[src/hw/rtl/ilpc_pkg.sv]
// Shared types and constants for the indicator LED priority controller.
// No dependencies; used by ilpc_cfg, ilpc_core and the top level.
`timescale 1ns / 1ps

package ilpc_pkg;

	localparam int LEVEL_W = 7;
	localparam int STEP_W = 6;
	localparam int IVL_W = 10;
	localparam int HOLD_W = 16;
	localparam int CMD_W = 2;
	localparam int IND_W = 8;
	localparam int IDX_W = 3;
	localparam int DATA_W = 16;
	localparam int CAPS_BIT = 1;

	localparam logic [CMD_W-1:0] CMD_TICK = 2'd0;
	localparam logic [CMD_W-1:0] CMD_TOUCH = 2'd1;
	localparam logic [CMD_W-1:0] CMD_REPORT = 2'd2;
	localparam logic [CMD_W-1:0] CMD_UNUSED = 2'd3;

	localparam logic [IDX_W-1:0] REG_BOOT_LEVEL = 3'd0;
	localparam logic [IDX_W-1:0] REG_LEVEL_FLOOR = 3'd1;
	localparam logic [IDX_W-1:0] REG_ANIM_TOP = 3'd2;
	localparam logic [IDX_W-1:0] REG_ANIM_LOW = 3'd3;
	localparam logic [IDX_W-1:0] REG_ANIM_STEP = 3'd4;
	localparam logic [IDX_W-1:0] REG_ANIM_IVL = 3'd5;
	localparam logic [IDX_W-1:0] REG_BOOT_HOLD = 3'd6;
	localparam logic [IDX_W-1:0] REG_TOUCH_HOLD = 3'd7;

	localparam logic [LEVEL_W-1:0] RST_BOOT_LEVEL = 7'd40;
	localparam logic [LEVEL_W-1:0] RST_LEVEL_FLOOR = 7'd10;
	localparam logic [LEVEL_W-1:0] RST_ANIM_TOP = 7'd100;
	localparam logic [LEVEL_W-1:0] RST_ANIM_LOW = 7'd20;
	localparam logic [STEP_W-1:0] RST_ANIM_STEP = 6'd5;
	localparam logic [IVL_W-1:0] RST_ANIM_IVL = 10'd20;
	localparam logic [HOLD_W-1:0] RST_BOOT_HOLD = 16'd3000;
	localparam logic [HOLD_W-1:0] RST_TOUCH_HOLD = 16'd5000;
	localparam logic [LEVEL_W-1:0] RST_REMEMBERED = 7'd100;

	typedef struct packed {
		logic [LEVEL_W-1:0] boot_level;
		logic [LEVEL_W-1:0] level_floor;
		logic [LEVEL_W-1:0] anim_top;
		logic [LEVEL_W-1:0] anim_low;
		logic [STEP_W-1:0] anim_step;
		logic [IVL_W-1:0] anim_interval_ms;
		logic [HOLD_W-1:0] boot_hold_ms;
		logic [HOLD_W-1:0] touch_hold_ms;
	} cfg_t;

endpackage

[src/hw/rtl/ilpc_cfg.sv]
// Configuration register file for the indicator LED priority controller.
// Depends on ilpc_pkg for register indexes, reset values and cfg_t.
`timescale 1ns / 1ps

module ilpc_cfg (
	input  logic                      clk,
	input  logic                      arst_n,
	input  logic                      wr_en,
	input  logic [ilpc_pkg::IDX_W-1:0]  wr_index,
	input  logic [ilpc_pkg::DATA_W-1:0] wr_data,
	output ilpc_pkg::cfg_t            cfg
);

	ilpc_pkg::cfg_t cfg_q;

	always_ff @(posedge clk or negedge arst_n) begin
		if (!arst_n) begin
			cfg_q.boot_level <= ilpc_pkg::RST_BOOT_LEVEL;
			cfg_q.level_floor <= ilpc_pkg::RST_LEVEL_FLOOR;
			cfg_q.anim_top <= ilpc_pkg::RST_ANIM_TOP;
			cfg_q.anim_low <= ilpc_pkg::RST_ANIM_LOW;
			cfg_q.anim_step <= ilpc_pkg::RST_ANIM_STEP;
			cfg_q.anim_interval_ms <= ilpc_pkg::RST_ANIM_IVL;
			cfg_q.boot_hold_ms <= ilpc_pkg::RST_BOOT_HOLD;
			cfg_q.touch_hold_ms <= ilpc_pkg::RST_TOUCH_HOLD;
		end else if (wr_en) begin
			unique case (wr_index)
				ilpc_pkg::REG_BOOT_LEVEL: cfg_q.boot_level <= wr_data[ilpc_pkg::LEVEL_W-1:0];
				ilpc_pkg::REG_LEVEL_FLOOR: cfg_q.level_floor <= wr_data[ilpc_pkg::LEVEL_W-1:0];
				ilpc_pkg::REG_ANIM_TOP: cfg_q.anim_top <= wr_data[ilpc_pkg::LEVEL_W-1:0];
				ilpc_pkg::REG_ANIM_LOW: cfg_q.anim_low <= wr_data[ilpc_pkg::LEVEL_W-1:0];
				ilpc_pkg::REG_ANIM_STEP: cfg_q.anim_step <= wr_data[ilpc_pkg::STEP_W-1:0];
				ilpc_pkg::REG_ANIM_IVL: cfg_q.anim_interval_ms <= wr_data[ilpc_pkg::IVL_W-1:0];
				ilpc_pkg::REG_BOOT_HOLD: cfg_q.boot_hold_ms <= wr_data;
				ilpc_pkg::REG_TOUCH_HOLD: cfg_q.touch_hold_ms <= wr_data;
				default: cfg_q <= cfg_q;
			endcase
		end
	end

	assign cfg = cfg_q;

endmodule

[src/hw/rtl/ilpc_core.sv]
// Controller state and next-state logic: holds, breathing ramp, priority pick.
// Depends on ilpc_pkg for command codes, reset values and cfg_t.
`timescale 1ns / 1ps

module ilpc_core (
	input  logic                        clk,
	input  logic                        arst_n,
	input  logic                        item_en,
	input  logic [ilpc_pkg::CMD_W-1:0]   cmd,
	input  logic [ilpc_pkg::IND_W-1:0]   indicators,
	input  logic [ilpc_pkg::LEVEL_W-1:0] backlight_level,
	input  ilpc_pkg::cfg_t              cfg,
	output logic                        wrote,
	output logic [ilpc_pkg::LEVEL_W-1:0] level
);

	logic caps_on_q, boot_on_q, touch_on_q, ramp_rising_q;
	logic [ilpc_pkg::LEVEL_W-1:0] ramp_level_q, remembered_q;
	logic [ilpc_pkg::HOLD_W-1:0] boot_count_q, touch_count_q;
	logic [ilpc_pkg::IVL_W-1:0] ramp_count_q;

	logic caps_d, boot_d, touch_d, rising_d;
	logic [ilpc_pkg::LEVEL_W-1:0] ramp_d, rem_d;
	logic [ilpc_pkg::HOLD_W-1:0] boot_cnt_d, touch_cnt_d;
	logic [ilpc_pkg::IVL_W-1:0] ramp_cnt_d;

	// remembered level refreshed from a nonzero backlight
	logic [ilpc_pkg::LEVEL_W-1:0] rem_fresh;
	assign rem_fresh = (backlight_level == '0) ? remembered_q :
		((backlight_level > cfg.level_floor) ? backlight_level : cfg.level_floor);

	always_comb begin
		logic new_caps;
		logic do_step;
		logic [ilpc_pkg::LEVEL_W-1:0] base;
		logic [ilpc_pkg::LEVEL_W:0] up;
		logic [ilpc_pkg::LEVEL_W-1:0] down;
		logic [ilpc_pkg::LEVEL_W-1:0] stepped;
		logic stepped_rising;
		logic base_rising;

		caps_d = caps_on_q;
		boot_d = boot_on_q;
		touch_d = touch_on_q;
		rising_d = ramp_rising_q;
		ramp_d = ramp_level_q;
		rem_d = remembered_q;
		boot_cnt_d = boot_count_q;
		touch_cnt_d = touch_count_q;
		ramp_cnt_d = ramp_count_q;
		wrote = 1'b0;
		level = '0;

		new_caps = indicators[ilpc_pkg::CAPS_BIT];
		do_step = 1'b0;

		// ramp step from either the held ramp or a fresh restart
		base = (cmd == ilpc_pkg::CMD_REPORT) ? cfg.level_floor : ramp_level_q;
		base_rising = (cmd == ilpc_pkg::CMD_REPORT) ? 1'b1 : ramp_rising_q;
		up = {1'b0, base} + {2'b00, cfg.anim_step};
		down = (base > {1'b0, cfg.anim_step}) ? (base - {1'b0, cfg.anim_step}) : '0;
		if (base_rising) begin
			if (up >= {1'b0, cfg.anim_top}) begin
				stepped = cfg.anim_top;
				stepped_rising = 1'b0;
			end else begin
				stepped = up[ilpc_pkg::LEVEL_W-1:0];
				stepped_rising = 1'b1;
			end
		end else begin
			if (down <= cfg.anim_low) begin
				stepped = cfg.anim_low;
				stepped_rising = 1'b1;
			end else begin
				stepped = down;
				stepped_rising = 1'b0;
			end
		end

		unique case (cmd)
			ilpc_pkg::CMD_TICK: begin
				if (boot_on_q) begin
					if (boot_count_q > 16'd1) begin
						boot_cnt_d = boot_count_q - 16'd1;
					end else begin
						boot_cnt_d = '0;
						boot_d = 1'b0;
						if (!caps_on_q && !touch_on_q) begin
							wrote = 1'b1;
							level = '0;
						end
					end
				end
				if (touch_on_q) begin
					if (touch_count_q > 16'd1) begin
						touch_cnt_d = touch_count_q - 16'd1;
					end else begin
						touch_cnt_d = '0;
						touch_d = 1'b0;
						if (!caps_on_q && !boot_d) begin
							wrote = 1'b1;
							level = '0;
						end else if (boot_d && !caps_on_q) begin
							wrote = 1'b1;
							level = cfg.boot_level;
						end
					end
				end
				if (caps_on_q) begin
					if (ramp_count_q > 10'd1) begin
						ramp_cnt_d = ramp_count_q - 10'd1;
					end else begin
						do_step = 1'b1;
					end
				end
			end
			ilpc_pkg::CMD_TOUCH: begin
				touch_d = 1'b1;
				touch_cnt_d = cfg.touch_hold_ms;
				if (!caps_on_q) begin
					rem_d = rem_fresh;
					wrote = 1'b1;
					level = rem_fresh;
				end
			end
			ilpc_pkg::CMD_REPORT: begin
				if (new_caps != caps_on_q) begin
					caps_d = new_caps;
					wrote = 1'b1;
					if (new_caps) begin
						do_step = 1'b1;
					end else if (touch_on_q) begin
						rem_d = rem_fresh;
						level = rem_fresh;
					end else if (boot_on_q) begin
						level = cfg.boot_level;
					end else begin
						level = '0;
					end
				end
			end
			default: begin
				wrote = 1'b0;
			end
		endcase

		if (do_step) begin
			ramp_d = stepped;
			rising_d = stepped_rising;
			ramp_cnt_d = cfg.anim_interval_ms;
			wrote = 1'b1;
			level = stepped;
		end
	end

	always_ff @(posedge clk or negedge arst_n) begin
		if (!arst_n) begin
			caps_on_q <= 1'b0;
			boot_on_q <= 1'b1;
			touch_on_q <= 1'b0;
			ramp_rising_q <= 1'b1;
			ramp_level_q <= ilpc_pkg::RST_LEVEL_FLOOR;
			remembered_q <= ilpc_pkg::RST_REMEMBERED;
			boot_count_q <= ilpc_pkg::RST_BOOT_HOLD;
			touch_count_q <= '0;
			ramp_count_q <= '0;
		end else if (item_en) begin
			caps_on_q <= caps_d;
			boot_on_q <= boot_d;
			touch_on_q <= touch_d;
			ramp_rising_q <= rising_d;
			ramp_level_q <= ramp_d;
			remembered_q <= rem_d;
			boot_count_q <= boot_cnt_d;
			touch_count_q <= touch_cnt_d;
			ramp_count_q <= ramp_cnt_d;
		end
	end

endmodule

[src/hw/rtl/indicator_led_priority_controller_top.sv]
// Indicator LED priority controller: input register, state logic, output register.
// Items pass input and result registers; one item per cycle unless out_ready stalls,
// set by the single state update pass between the input and result registers.
// Reset: asynchronous, active low; boot hold starts, no level is emitted at reset.
// Depends on ilpc_pkg, ilpc_cfg and ilpc_core.
`timescale 1ns / 1ps

module indicator_led_priority_controller_top (
	input  logic                        clk,
	input  logic                        arst_n,
	input  logic                        in_valid,
	output logic                        in_ready,
	input  logic [ilpc_pkg::CMD_W-1:0]   cmd,
	input  logic [ilpc_pkg::IND_W-1:0]   indicators,
	input  logic [ilpc_pkg::LEVEL_W-1:0] backlight_level,
	output logic                        out_valid,
	input  logic                        out_ready,
	output logic [ilpc_pkg::LEVEL_W-1:0] led_level,
	input  logic                        cfg_valid,
	output logic                        cfg_ready,
	input  logic [ilpc_pkg::IDX_W-1:0]   cfg_index,
	input  logic [ilpc_pkg::DATA_W-1:0]  cfg_data
);

	ilpc_pkg::cfg_t cfg;

	logic valid_s1;
	logic [ilpc_pkg::CMD_W-1:0] cmd_s1;
	logic [ilpc_pkg::IND_W-1:0] ind_s1;
	logic [ilpc_pkg::LEVEL_W-1:0] bl_s1;

	logic out_valid_q;
	logic [ilpc_pkg::LEVEL_W-1:0] led_level_q;

	logic advance;
	logic wrote;
	logic [ilpc_pkg::LEVEL_W-1:0] level;

	assign cfg_ready = 1'b1;

	// advance stage one whenever the result register can take its transaction
	assign advance = !out_valid_q || out_ready;
	assign in_ready = !valid_s1 || advance;

	ilpc_cfg u_cfg (
		.clk      (clk),
		.arst_n   (arst_n),
		.wr_en    (cfg_valid && cfg_ready),
		.wr_index (cfg_index),
		.wr_data  (cfg_data),
		.cfg      (cfg)
	);

	ilpc_core u_core (
		.clk             (clk),
		.arst_n          (arst_n),
		.item_en         (valid_s1 && advance),
		.cmd             (cmd_s1),
		.indicators      (ind_s1),
		.backlight_level (bl_s1),
		.cfg             (cfg),
		.wrote           (wrote),
		.level           (level)
	);

	always_ff @(posedge clk or negedge arst_n) begin
		if (!arst_n) begin
			valid_s1 <= 1'b0;
		end else if (in_ready) begin
			valid_s1 <= in_valid;
		end
	end

	always_ff @(posedge clk) begin
		if (in_ready && in_valid) begin
			cmd_s1 <= cmd;
			ind_s1 <= indicators;
			bl_s1 <= backlight_level;
		end
	end

	always_ff @(posedge clk or negedge arst_n) begin
		if (!arst_n) begin
			out_valid_q <= 1'b0;
		end else if (advance) begin
			out_valid_q <= valid_s1 && wrote;
		end
	end

	always_ff @(posedge clk) begin
		if (advance && valid_s1 && wrote) begin
			led_level_q <= level;
		end
	end

	assign out_valid = out_valid_q;
	assign led_level = led_level_q;

endmodule

[config.mk]
export PLATFORM = sky130hd
export DESIGN_NAME = indicator_led_priority_controller_top
export DESIGN_NICKNAME = d
export VERILOG_FILES = /design/src/hw/rtl/ilpc_pkg.sv /design/src/hw/rtl/ilpc_cfg.sv /design/src/hw/rtl/ilpc_core.sv /design/src/hw/rtl/indicator_led_priority_controller_top.sv
export SDC_FILE = /design/constraint.sdc
export NUM_CORES = 1
export LEC_CHECK = 0
export BUFFER_PORTS_ARGS = -buffer_cell sky130_fd_sc_hd__buf_4
export CAP_MARGIN = 40
export CORE_MARGIN = 2
export CORE_UTILIZATION = 60
export CTS_BUF_LIST = sky130_fd_sc_hd__clkbuf_4 sky130_fd_sc_hd__clkbuf_8
export CTS_CLUSTER_DIAMETER = 150
export DETAILED_ROUTE_END_ITERATION = 12
export GPL_TIMING_DRIVEN = 0
export PLACE_DENSITY = 0.79
export SLEW_MARGIN = 20
export SYNTH_ARGS = -nofsm -noshare
export SYNTH_HDL_FRONTEND = slang
export SYNTH_SLANG_ARGS = --single-unit
[constraint.sdc]
create_clock -name clk -period 13.1 [get_ports clk]
set_clock_uncertainty 0.15 [all_clocks]
set_input_delay 1.965 -clock clk [delete_from_list [all_inputs] [get_ports clk]]
set_output_delay 1.965 -clock clk [all_outputs]
set_load 0.1 [all_outputs]
### Yosys cells after proc, flatten, opt, wreduce, memory -nomap -nowiden

Cells that the tools add are included.

| storage, ports and cells | value |
|---|---|
| logic and storage cells | 142 |
| register bits | 140 |
| input bits | 41 |

| cells by class | value |
|---|---|
| equal/unequal tests | 14 |
| multiplexer cells | 57 |
| reductions and logical operators | 37 |
| add/sub/neg operators | 5 |
| magnitude comparators | 7 |

Operators with widths:

| cell | number |
|---|---|
| 2-to-1 mux 7 bit | 21 |
| 2-to-1 mux 16 bit | 3 |
| 2-to-1 mux 10 bit | 4 |
| > comparator 16 x 1 -> 1 bit, second input constant | 2 |
| case mux 16 bit (2 select lines) | 1 |
| subtractor 16 x 1 -> 16 bit, second input constant | 2 |
| 2-to-1 mux 1 bit | 23 |
| case mux 7 bit (3 select lines) | 1 |
| AND reduction 2 bit | 10 |
| case mux 7 bit (2 select lines) | 1 |
| > comparator 10 x 1 -> 1 bit, second input constant | 1 |
| nonzero test 2 bit | 5 |
| subtractor 10 x 1 -> 10 bit, second input constant | 1 |
| == test 3 bit, second input constant | 3 |
| AND reduction 3 bit | 3 |
| adder 7 x 6 -> 8 bit | 1 |
| greater-or-equal comparator 8 x 7 -> 1 bit | 1 |
| > comparator 7 x 6 -> 1 bit | 1 |
| > comparator 7 bit | 1 |
| <= comparator 7 bit | 1 |
| logical AND 1 bit | 7 |
| zero test 7 bit | 1 |
| subtractor 7 x 6 -> 7 bit | 1 |
| == test 3 x 2 -> 1 bit, second input constant | 2 |
| 14 further kinds | 23 |

### Logic depth before layout (Yosys ltp)

| logic depth | value |
|---|---|
| depth after elaboration | 12 |
| depth in mapped cells | 23 |
| depth with buffers taken out | 20 |

### By module

Synthesis repeated with hierarchy kept, for this count alone.

| unflattened totals | value |
|---|---|
| cell total of the unflattened synthesis | 864 |
| area, all modules | 8894.8 um^2 |

By module, submodules not included:

| module | instances | area each (um^2) | seq. area each (um^2) | cells each |
|---|---|---|---|---|
| ilpc_core | 1 | 5091.1 | 1519.0 | 658 |
| ilpc_cfg | 1 | 2960.3 | 1933.1 | 170 |
| indicator_led_priority_controller_top | 1 | 843.3 | 770.7 | 36 |

### Worst setup path before layout

OpenSTA, ideal clock, no wires.

| timing | value |
|---|---|
| kind | input port to output port |
| start | input out_ready |
| end | output in_ready |
| path slack | 8.198 ns |
| arrival time | 2.787 ns |
| path buffers | 0 |
| stages on the path | 1 |
| path through | nand3b_1 |

| on the way | value |
|---|---|
| cells in the longest elaborated chain, start to end | 2 |

Ends and longest elaborated chain:

| item | RTL line | RTL |
|---|---|---|
| from (decl) | indicator_led_priority_controller_top.sv:17 | `input logic out_ready,` |
| logical OR 1 bit | indicator_led_priority_controller_top.sv:42 | `assign advance = !out_valid_q \|\| out_ready;` |
| logical OR 1 bit | indicator_led_priority_controller_top.sv:43 | `assign in_ready = !valid_s1 \|\| advance;` |
| to (decl) | indicator_led_priority_controller_top.sv:12 | `output logic in_ready,` |

Every way passes these cells.

### Worst setup path after layout

| timing | value |
|---|---|
| start | register cmd_s1[0] in the netlist's numbering |
| end | register led_level_q (netlist bit led_level[3]), data pin |

| on the way | value |
|---|---|
| cells in the longest elaborated chain, start to end | 8 |
| elaborated cells on any way between the ends | 17 |
| classes of those cells | 2 x add/sub; 3 x order compare; 2 x eq/ne; 9 x mux; 1 x reduce/logical |

Ends and longest elaborated chain:

| item | RTL line | RTL |
|---|---|---|
| from (decl) | indicator_led_priority_controller_top.sv:28 | `logic [ilpc_pkg::CMD_W-1:0] cmd_s1;` |
| from (signal assigned) | indicator_led_priority_controller_top.sv:76 | `cmd_s1 <= cmd;` |
| == test 2 bit | ilpc_core.sv:58, ilpc_core.sv:59, ilpc_core.sv:80 |  |
| 2-to-1 mux 7 bit | ilpc_core.sv:58 | `base = (cmd == ilpc_pkg::CMD_REPORT) ? cfg.level_floor : ramp_level_q;` |
| subtractor 7 x 6 -> 7 bit / > comparator 7 x 6 -> 1 bit (equally long branches) | ilpc_core.sv:61 | `down = (base > {1'b0, cfg.anim_step}) ? (base - {1'b0, cfg.anim_step}) : '0;` |
| 2-to-1 mux 7 bit | ilpc_core.sv:61 |  |
| <= comparator 7 bit | ilpc_core.sv:71 | `if (down <= cfg.anim_low) begin` |
| 2-to-1 mux 7 bit | ilpc_core.sv:71 |  |
| 2-to-1 mux 7 bit | ilpc_core.sv:62 | `if (base_rising) begin` |
| 2-to-1 mux 7 bit * | ilpc_core.sv:147 | `if (do_step) begin` |
| net level, one bit | indicator_led_priority_controller_top.sv:37 | `logic [ilpc_pkg::LEVEL_W-1:0] level;` |
| to (signal assigned) | indicator_led_priority_controller_top.sv:92 | `led_level_q <= level;` |
| to (decl) | indicator_led_priority_controller_top.sv:33 | `logic [ilpc_pkg::LEVEL_W-1:0] led_level_q;` |

Mark *: on every way through the listed nets, which the timed path passes. The rest lies on a longest branch.
A chain may end at the register's enable or synchronous reset.

==> impl_metrics.csv <==
group,metric,value,unit
synth,synth-main-ff-cell,"dfrtp_1",
critical_path,worst_r2r_path_depth,18,
sta,tightest_slew,0.809,ns
finish,mostFrequentLayoutCells,"dfrtp_1, o21ai_0, nor2_1",
clock_network,cts_hold_buf,0,
grt,grt_pass1_vias,6551,
worst_hold_path,hp-start,"u_core.ramp_count_q[8]$_DFFE_PN0P_",
synth,synthCells,836,
clock_network,cts_buffers,17,
route,wl,20100,microns
grt,gr-usage-met1,40.0,%
run_status,outcome,"finished, final reports clean",
critical_path,critical_path.top_delay_family,"compound AO/OA/AOI/OAI gates",
route,drt-initial-drc-count,587,
sta,slew_headroom,45.4,%
sta,rsz0062_at_grt,"no",
finish,multi_input_area,0.00414,sq mm
critical_path,crit_top_cell,"clkbuf_1",
critical_path,end_kind,"flop",
critical_path,worstPathMaxFanout,10,
grt,met3_usage,6.60,%
placed_design,gpl.final_weighted_congestion,0.886,
synth,netlist_area,0.00811,sq mm
floorplanning,die-area,0.0145,sq mm
sta,max_freq,0.167,GHz
critical_path,r2r-end,"led_level[3]$_DFFE_PP_",
critical_path,arrival,6.07,ns
clock_network,post_cts_buffers,0,
finish,antennaDiodeCount,0,
critical_path,critPathSlowestCell,"ha_1",
finish,num-fill-cells,1071,
clock_network,cts_resized,0,
grt,grt_max_degree,64,
synth,synth_fp_nets,919,
critical_path,cp_slowest_stage_delay,0.47,ns
placed_design,port_buffers,40,
critical_path,r2r-start,"cmd_s1[0]$_DFFE_PP_",
clock_network,clock-sinks,139,
critical_path,cp.required,13.17,ns
critical_path,critical_path_class,"reg2reg",
clock_network,cts_tree,"built",
clock_network,cts_buffer_depth,2,
finish,area_growth,11.3,%
route,drt-pass1-iter-count,5,
sta,maxSlewViolCount,0,
worst_hold_path,min_to,"u_core.ramp_count_q[8]$_DFFE_PN0P_",
grt,grt_antenna_before_repair,0,
grt,grt_pass1_wl,33000,microns
placed_design,dp.cells,1054,
finish,drive_gt1_share,20.2,%
floorplanning,die_h,120,microns
floorplanning,initial_core_util,61.3,%
sta,setup_viol,0,
placed_design,hpwl,15000,microns
power,p_total,1.93,mW
critical_path,crit_buf_inv,5,
finish,fin_cells,1088,
worst_hold_path,whs_path_depth,2,
synth,ys_types,77,
synth,syn_area_per_cell,9.71,sq um
clock_network,clock_latency,0.47,ns
power,p_per_area,214,mW/mm^2
synth,yosysSeqAreaShare,44.4,%
floorplanning,ioPinCount,51,
grt,busiest_layer,"met2",
finish,final_area,0.00903,sq mm
sta,post-route-period-util,45.8,%
power,p_int,1.11,mW
job,maxCapViolCount,0,
power,pwr-share-comb,47.5,%
floorplanning,die_w,120,microns
power,seq_power_share,36.0,%
finish,nNetsFinal,982,
critical_path,r2r_slack,7.10,ns
grt,grt_overflow,0,
sta,setup-tns-final,0,ns
placed_design,placed_cell_area,0.00867,sq mm
sta,fin_worst_hold_slack,0.331,ns
sta,hold_violations,0,
critical_path,start_kind,"flop",
finish,seq_area,0.00360,sq mm
grt,use_met2,48.0,%
floorplanning,core.rowCount,42,
synth,async_flop_share,87.8,%
power,p_clk_share,16.5,%
synth,yosysWarningCount,0,
power,p_sw_share,42.7,%
critical_path,path_cells,"clkbuf_1, nand2b_1, clkbuf_1, o21ai_0, ha_1, inv_1, a2111oi_1, o21ai_1, and2_0, clkbuf_1, or2_2, ha_1, nand3_1, o22ai_1, clkbuf_1, mux2i_1, o22ai_1, a211o_1",
route,num_vias,6740,
sta,min_period,6.00,ns
route,drc,0,
finish,final_common_cell,"dfrtp_1",
clock_network,cts_max_level,4,
power,switchingPower,0.826,mW
grt,grt_usage,29.5,%
route,post_drt_wl_per_cell,18.5,microns
worst_hold_path,worstHoldPathType,"reg2reg",
route,postRouteAntennaNets,0,
power,p_leak,3.85,nW
synth,synth_edf_count,17,
power,vdd_ir_drop_max,118,uV
critical_path,crit_start,"cmd_s1[0]$_DFFE_PP_",
route,viasPerCell,6.19,
clock_network,cts.reportedPaths.clkPinSlew,0.08,ns
synth,synth-seq-cells,139,
floorplanning,core,0.0132,sq mm
clock_network,cts_root_buf,"clkbuf_8",
[synth_stat cells (10+ instances only)]
library cell / n / share of area [%]
nand2b_1: 12 / 0.93
nor4_1: 13 / 1.0
nand2_1: 55 / 2.5
mux2i_1: 15 / 1.9
inv_1: 52 / 2.4
clkbuf_1: 21 / 0.97
edfxtp_1: 17 / 6.3
nor3_1: 30 / 1.9
o21ai_0: 81 / 5.0
xnor2_1: 12 / 1.3
ha_1: 40 / 6.2
or3_1: 10 / 0.77
o21ai_1: 20 / 1.2
nor2_1: 70 / 3.2
dfstp_2: 32 / 10
mux2_2: 44 / 6.1
dfrtp_1: 90 / 28
a21oi_1: 60 / 3.7
[power by group through the flow]
stage          logic, mW  clock network [mW]  registers (mW)
6_report           0.918               0.318           0.696
5_1_grt             1.02               0.339           0.713
4_1_cts            0.908               0.321           0.693
3_5_place_dp       0.905                   0           0.699
2_1_floorplan      0.658                   0           0.701
3_3_place_gp       0.865                   0           0.690
[metal layers]
layer	vias up	routed length, microns
li1	3165	-
met1	3292	8640
met2	243	9550
met3	40	1480
met4	0	434
met5	-	0
[registers in the layout (all words and copies together), names as in the netlist]
register              flops
bl_s1                     7
u_core.remembered_q       7
ind_s1                    1
u_core.ramp_level_q       7
led_level                 7
u_core.boot_count_q      16
valid_s1                  1
out_valid                 1
cmd_s1                    2
u_core.touch_on_q         1
u_core.caps_on_q          1
u_core.boot_on_q          1
u_cfg.cfg                60
u_core.ramp_rising_q      1
u_core.touch_count_q     16
u_core.ramp_count_q      10
[stage by stage]
stage	util (%)	setup slack, ns
2_1_floorplan	-	8.20
3_3_place_gp	65.2	7.30
3_5_place_dp	65.5	7.27
4_1_cts	68.2	7.21
5_1_grt	68.2	6.57
6_report	68.2	7.10
[worst min-delay path, stage by stage (launching register included)]
cell and delay (ns):
dfrtp_1 0.34, nand2_1 0.04, o21ai_0 0.06
[cell families after synthesis]
group | share of synthesized area [%]
simple gates | 15.3
buf+inv | 4.63
mux | 8.56
xor+xnor | 1.62
compound gates | 18.8
flops | 44.4
fa+ha+maj | 6.66
other cells | 0.0462
[layout make-up]
type / instances / share of cell area, %
Sequential cell: 139 / 39.9
Inverter: 53 / 2.20
Clock buffer: 24 / 3.45
Multi-Input combinational cell: 611 / 45.8
Timing Repair Buffer: 44 / 3.84
Buffer: 33 / 1.95
Clock inverter: 8 / 0.471
Tap cell: 176 / 2.44
[how the worst max path moves through the flow]
stage	endpoint	cells past startpoint
5_1_grt	led_level[3]$_DFFE_PP_	19
4_1_cts	led_level[3]$_DFFE_PP_	18
3_5_place_dp	led_level[3]$_DFFE_PP_	18
2_1_floorplan	in_ready	1
3_3_place_gp	led_level[3]$_DFFE_PP_	18
6_report	led_level[3]$_DFFE_PP_	18
Power figures use the tool's default switching activity.
